**config.mk**
```make
export PLATFORM = sky130hd
export DESIGN_NAME = murmur2_hash32
export DESIGN_NICKNAME = d
export VERILOG_FILES = /design/src/hw/rtl/mh2_pkg.sv /design/src/hw/rtl/mh2_datapath.sv /design/src/hw/rtl/mh2_ctrl.sv /design/src/hw/rtl/murmur2_hash32.sv
export SDC_FILE = /design/constraint.sdc
export NUM_CORES = 1
export LEC_CHECK = 0
export BUFFER_PORTS_ARGS = -buffer_cell sky130_fd_sc_hd__buf_2
export CAP_MARGIN = 20
export CORE_UTILIZATION = 36
export CTS_CLUSTER_DIAMETER = 100
export DETAILED_ROUTE_END_ITERATION = 7
export PLACE_DENSITY_LB_ADDON = 0.05
export RECOVER_POWER = 100
export SYNTH_ARGS = -nofsm -noshare
export SYNTH_HDL_FRONTEND = slang
export SYNTH_HIERARCHICAL = 1
export SYNTH_SLANG_ARGS = --single-unit
```
**constraint.sdc**
```tcl
create_clock -name clk -period 10.3 [get_ports clk]
set_clock_uncertainty 0.2 [all_clocks]
set_input_delay 2.06 -clock clk [delete_from_list [all_inputs] [get_ports clk]]
set_output_delay 2.06 -clock clk [all_outputs]
set_load 0.03 [all_outputs]
```
**src/hw/rtl/mh2_pkg.sv**
```systemverilog
// Shared constants, datapath operation codes and command types for the MurmurHash2 block.
`default_nettype none

package mh2_pkg;

  localparam logic [31:0] MIX_MUL     = 32'h5bd1e995;
  localparam int unsigned MIX_SHIFT   = 24;
  localparam int unsigned FIN_SHIFT_A = 13;
  localparam int unsigned FIN_SHIFT_B = 15;
  localparam logic [2:0]  FULL_BYTES  = 3'd4;

  // One operation of the shared multiplier datapath.
  typedef enum logic [2:0] {
    OP_NONE  = 3'd0,
    OP_KMUL1 = 3'd1,
    OP_KMUL2 = 3'd2,
    OP_HMIX  = 3'd3,
    OP_HPART = 3'd4,
    OP_FIN   = 3'd5,
    OP_OUT   = 3'd6
  } dp_op_t;

  typedef struct packed {
    logic   load;      // capture the accepted beat
    logic   load_len;  // start the running hash from the byte length
    dp_op_t op;
  } dp_cmd_t;

endpackage : mh2_pkg

`default_nettype wire

```
**src/hw/rtl/mh2_datapath.sv**
```systemverilog
// Datapath of the MurmurHash2 block: word, key and hash registers around one shared multiplier.
`default_nettype none

module mh2_datapath
  import mh2_pkg::*;
(
  input  wire logic        clk,
  input  dp_cmd_t          cmd,
  input  wire logic [31:0] in_word,
  input  wire logic [1:0]  in_byte_count,
  input  wire logic [31:0] in_total_length,
  output logic      [31:0] hash_out
);

  logic [31:0] word_r;
  logic [1:0]  cnt_r;
  logic [31:0] k_r;
  logic [31:0] h_r;
  logic [31:0] hash_r;

  logic [31:0] mask;
  logic [31:0] mul_a;
  logic [31:0] prod;

  always_comb begin
    case (cnt_r)
      2'd1:    mask = 32'h0000_00ff;
      2'd2:    mask = 32'h0000_ffff;
      2'd3:    mask = 32'h00ff_ffff;
      default: mask = 32'h0000_0000;
    endcase
  end

  // Operand select for the single multiplier by the mixing constant.
  always_comb begin
    case (cmd.op)
      OP_KMUL1: mul_a = word_r;
      OP_KMUL2: mul_a = k_r ^ (k_r >> MIX_SHIFT);
      OP_HMIX:  mul_a = h_r;
      OP_HPART: mul_a = h_r ^ (word_r & mask);
      OP_FIN:   mul_a = h_r ^ (h_r >> FIN_SHIFT_A);
      default:  mul_a = h_r;
    endcase
  end

  assign prod = mul_a * MIX_MUL;

  always_ff @(posedge clk) begin
    if (cmd.load) begin
      word_r <= in_word;
      cnt_r  <= in_byte_count;
      if (cmd.load_len) begin
        h_r <= in_total_length;
      end
    end
    case (cmd.op)
      OP_KMUL1, OP_KMUL2: k_r <= prod;
      OP_HMIX:            h_r <= prod ^ k_r;
      OP_HPART, OP_FIN:   h_r <= prod;
      OP_OUT:             hash_r <= h_r ^ (h_r >> FIN_SHIFT_B);
      default: ;
    endcase
  end

  assign hash_out = hash_r;

endmodule : mh2_datapath

`default_nettype wire

```
**src/hw/rtl/mh2_ctrl.sv**
```systemverilog
// Controller of the MurmurHash2 block: sequences the multiply steps and runs both handshakes.
`default_nettype none

module mh2_ctrl
  import mh2_pkg::*;
(
  input  wire logic       clk,
  input  wire logic       rst_n,
  input  wire logic       in_valid,
  input  wire logic [2:0] in_byte_count,
  input  wire logic       in_last,
  output logic            in_stall,
  output logic            out_valid,
  input  wire logic       out_stall,
  output dp_cmd_t         cmd
);

  typedef enum logic [6:0] {
    ST_IDLE  = 7'b0000001,
    ST_KMUL1 = 7'b0000010,
    ST_KMUL2 = 7'b0000100,
    ST_HMIX  = 7'b0001000,
    ST_HPART = 7'b0010000,
    ST_FIN   = 7'b0100000,
    ST_OUT   = 7'b1000000
  } state_t;

  state_t state_r, state_nxt;
  logic   last_r, last_nxt;
  logic   in_msg_r, in_msg_nxt;
  logic   out_valid_r, out_valid_nxt;
  logic   accept;
  logic   out_write;

  assign accept    = (state_r == ST_IDLE) && in_valid;
  assign out_write = (state_r == ST_OUT) && (!out_valid_r || !out_stall);

  always_comb begin
    state_nxt    = state_r;
    last_nxt     = last_r;
    in_msg_nxt   = in_msg_r;
    cmd.load     = 1'b0;
    cmd.load_len = !in_msg_r;
    cmd.op       = OP_NONE;
    unique case (state_r)
      ST_IDLE: begin
        if (in_valid) begin
          cmd.load   = 1'b1;
          last_nxt   = in_last;
          in_msg_nxt = 1'b1;
          if (!in_last || in_byte_count >= FULL_BYTES) begin
            state_nxt = ST_KMUL1;
          end else if (in_byte_count == 3'd0) begin
            state_nxt = ST_FIN;
          end else begin
            state_nxt = ST_HPART;
          end
        end
      end
      ST_KMUL1: begin
        cmd.op    = OP_KMUL1;
        state_nxt = ST_KMUL2;
      end
      ST_KMUL2: begin
        cmd.op    = OP_KMUL2;
        state_nxt = ST_HMIX;
      end
      ST_HMIX: begin
        cmd.op    = OP_HMIX;
        state_nxt = last_r ? ST_FIN : ST_IDLE;
      end
      ST_HPART: begin
        cmd.op    = OP_HPART;
        state_nxt = ST_FIN;
      end
      ST_FIN: begin
        cmd.op    = OP_FIN;
        state_nxt = ST_OUT;
      end
      ST_OUT: begin
        if (out_write) begin
          cmd.op     = OP_OUT;
          in_msg_nxt = 1'b0;
          state_nxt  = ST_IDLE;
        end
      end
      default: state_nxt = ST_IDLE;
    endcase
  end

  always_comb begin
    out_valid_nxt = out_valid_r && out_stall;
    if (out_write) begin
      out_valid_nxt = 1'b1;
    end
  end

  always_ff @(posedge clk) begin
    if (!rst_n) begin
      state_r     <= ST_IDLE;
      last_r      <= 1'b0;
      in_msg_r    <= 1'b0;
      out_valid_r <= 1'b0;
    end else begin
      state_r     <= state_nxt;
      last_r      <= last_nxt;
      in_msg_r    <= in_msg_nxt;
      out_valid_r <= out_valid_nxt;
    end
  end

  assign in_stall  = !accept && (state_r != ST_IDLE);
  assign out_valid = out_valid_r;

endmodule : mh2_ctrl

`default_nettype wire

```
**src/hw/rtl/murmur2_hash32.sv**
```systemverilog
// Top level of the streaming 32-bit MurmurHash2 block (seed 0).
`default_nettype none

// Streaming 32-bit MurmurHash2 with seed 0. A message enters as little-endian
// 32-bit words, one beat per word; the first beat of a message carries the total
// byte length, which seeds the running hash, and the beat with in_last set
// carries 0 to 4 valid low bytes in in_byte_count (values above 4 count as 4).
// Exactly one out_hash beat follows each final input beat; other beats return
// nothing. All multiplications by the mixing constant go through one shared
// 32x32 multiplier with a register after it, so the input stalls while an item
// steps through: a non-final word is accepted, then takes two key multiplies and
// a hash multiply; a final full word adds the finishing multiply and the output
// load; a final partial word takes the tail multiply, then finishing and load; an
// empty message only finishing and load. The output register holds a finished hash
// while the next message is already being accepted and mixed; the block waits
// only if a second hash is ready before the first one has been taken.
module murmur2_hash32
  import mh2_pkg::*;
(
  input  wire logic        clk,
  input  wire logic        rst_n,
  input  wire logic        in_valid,
  output logic             in_stall,
  input  wire logic [31:0] in_word,
  input  wire logic [2:0]  in_byte_count,
  input  wire logic [31:0] in_total_length,
  input  wire logic        in_last,
  output logic             out_valid,
  input  wire logic        out_stall,
  output logic      [31:0] out_hash
);

  dp_cmd_t cmd;

  // The controller decides the step sequence from the accepted beat.
  mh2_ctrl u_ctrl (
    .clk           (clk),
    .rst_n         (rst_n),
    .in_valid      (in_valid),
    .in_byte_count (in_byte_count),
    .in_last       (in_last),
    .in_stall      (in_stall),
    .out_valid     (out_valid),
    .out_stall     (out_stall),
    .cmd           (cmd)
  );

  // The datapath holds the word, key and running hash plus the output register.
  // Only the two low count bits reach it: the partial-tail mask needs nothing more.
  mh2_datapath u_dp (
    .clk             (clk),
    .cmd             (cmd),
    .in_word         (in_word),
    .in_byte_count   (in_byte_count[1:0]),
    .in_total_length (in_total_length),
    .hash_out        (out_hash)
  );

  // A non-final beat never produces a result on the next edge.
  a_no_early_result: assert property (@(posedge clk) disable iff (!rst_n)
    in_valid && !in_stall && !in_last |=> !$rose(out_valid))
    else $error("result appeared right after a non-final beat");

  // Every item has further steps after its accept, so the block is busy after an accept.
  a_busy_after_accept: assert property (@(posedge clk) disable iff (!rst_n)
    in_valid && !in_stall |=> in_stall)
    else $error("input accepted on consecutive cycles");

  // A new result is only loaded while the input side was held off.
  a_result_from_busy: assert property (@(posedge clk) disable iff (!rst_n)
    $rose(out_valid) |-> $past(in_stall))
    else $error("result loaded while the block was idle");

endmodule : murmur2_hash32

`default_nettype wire

```
==> results.toml <==
[synth]
syn-cell-area_um2 = 15900
syn-instance-count = 1529
syn_nets = 1997
ys_warn_count = 6
ys_seq_area_share_pct = 25.8
synth_edf_count = 130
yosysTopAreaCell = "edfxtp_1"
synthTopCellsByCount = "inv_1, ha_1, fa_1"
yosysMostFrequentCell = "inv_1"
synthFlopType = "edfxtp_1"
synth_seq_cells = 140
yosysUniqueCellTypes = 75
async_flop_share_pct = 0
yosysTopAreaCellShare_pct = 24.5
syn_avg_cell_area_um2 = 10.4
ys_top_cells_by_area = "edfxtp_1, fa_1, ha_1"

[placement]
post_dp_cell_area_um2 = 18800
dpl_worst_slack_ps = -709
portBuffers = 105
place.gp.congestion = 0.902
placed_cells = 2393
hpwl_um = 44800

[drt]
vias_per_cell = 4.90
drc = 0
vias = 12000
routed_wl_um = 53100
ant_nets = 0
dr.pass1.iters = 5
initialDrtViolationCount = 700
routedWlPerCell_um = 21.8

[clocking]
cts-root-buf = "clkbuf_16"
htreeDepth = 4
clk_pin_slew_ps = 60
cts_tree = "built"
cts_hold_buffers = 0
clock_sinks = 140
cts_made_buffers = 17
clk_latency_ps = 430
clock_path_buffers = 2

[worst_setup_path]
crit_top_cell = "fa_1"
crit_path_end_kind = "register"
required_ps = 10370
path_class = "input port to register"
slowest_delay_ps = 570
start_kind = "input port"
cp_slowest_cell = "fa_2"
crit_path_max_fanout = 5
arrival_ps = 10160

[timing]
slew_viol_final = 40
relSlewSlack_pct = -52.0
max_freq_mhz = 99.1
worst_slew_pin_slew_ps = 2280
finalHoldViolations = 0
fin_ws_ps = 210
min_period_ps = 10090
rsz0062_at_grt = "true"
fin_crit_sh_pct = 98.0
setup_violations = 0

[floorplan]
dieArea_um2 = 45100
die_h_um = 212
start_util_pct = 36.7
die_w_um = 212
io_pins = 106
core_um2 = 43400
fp-row-count = 76

[global_routing]
overflow = 0
grt_usage_pct = 24.4
grt_pass1_wl_um = 78500
grt_max_degree = 40
antenna_found_initial = 0
grt_pass1_vias = 12500

[job]
cap_violations = 1

[layout]
multiInputGateArea_um2 = 10700
fin_area_um2 = 19800
fin_nets = 2311
antenna_cells = 0
seq_area_um2 = 4100
drive_above_1_share_pct = 23.3
area_growth_syn_to_layout_pct = 24.7
final_cells = 2439
fillers = 4257

[status]
status = "finished, violations left"
violations = "capacitance limit, slew limit"

[worst_hold_path]
hold_path_class = "register to register"
[final timing paths]
path / depth (start not counted) / to / slack, ps / start
max: 35 / u_dp/h_r[31] / 210 / out_stall
min: 1 / u_ctrl/in_msg_r / 300 / u_ctrl/in_msg_r
max reg2reg: 36 / u_dp/h_r[28] / 1050 / u_ctrl/state_r[3]
min reg2reg: 1 / u_ctrl/in_msg_r / 300 / u_ctrl/in_msg_r
[registers in the layout (all words and copies together), names as in the netlist, 2 cells and up]
signal,cells
u_dp/k_r,32
u_dp/hash_out,32
u_dp/h_r,32
u_dp/word_r,32
u_dp/cnt_r,2
u_ctrl/state_r,7
[critical path, delay by kind of cell]
kind / cells / cell delay [ps]
adders and majority gates: 9 / 4050
AOI/OAI and AO/OA: 11 / 2140
buffers and inverters: 8 / 840
and+or+nand+nor: 7 / 1070
[cell families after synthesis]
family / Yosys count / share of synthesized area (%)
adders and majority gates: 396 / 39.6
and+or+nand+nor: 207 / 6.46
xor gates and xnor gates: 111 / 6.42
DFF: 140 / 25.8
buffers and inverters: 414 / 10.0
muxes: 1 / 0.0629
AOI/OAI and AO/OA: 260 / 11.6
[layout by cell type, fill, tap and decap left out, types with 43 or more instances in the layout]
master and n:
edfxtp_1 130, xnor2_1 59, xor2_1 43, nor2_1 45
buf_2 64, fa_1 171, nand2_1 65, buf_4 218
a22oi_1 50, inv_1 359, ha_1 197, o21ai_0 60
clkbuf_1 45
[per-layer routing]
metal  global-route usage [%]  vias to the layer above  wire, µm
met4                     6.52                        0      1150
li1                         -                     5687         -
met5                        0                        -         0
met1                     33.9                     5923     24500
met2                     40.0                      303     25000
met3                     2.78                       47      2530
[what timing repair did]
item	CTS	global route
setup endpoints to repair	6	16
pin swaps	6	51
setup buffers	3	14
resized for setup	17	76
[area by class of cell]
class	count	share of cell area, %
clock buffer	20	2.20
inverter	371	7.04
tap	585	3.69
timing repair buffer	338	11.8
sequential	140	20.7
multi-input combinational	975	54.0
clock inverter	10	0.605
[metrics by stage]
| step | utilization, % | hold WS, ps | TNS (ps) |
|---|---|---|---|
| global placement | 43.3 | 285 | -6610 |
| global route | 45.8 | 314 | -187 |
| CTS | 44.8 | 303 | 0 |
| floorplan | - | 248 | -76.2 |
| detailed placement | 43.3 | 288 | -6490 |
| finish | 45.8 | 298 | 0 |
Power is not shown: default switching activity piles up to over one toggle a cycle in this logic, so the estimate is an artifact.
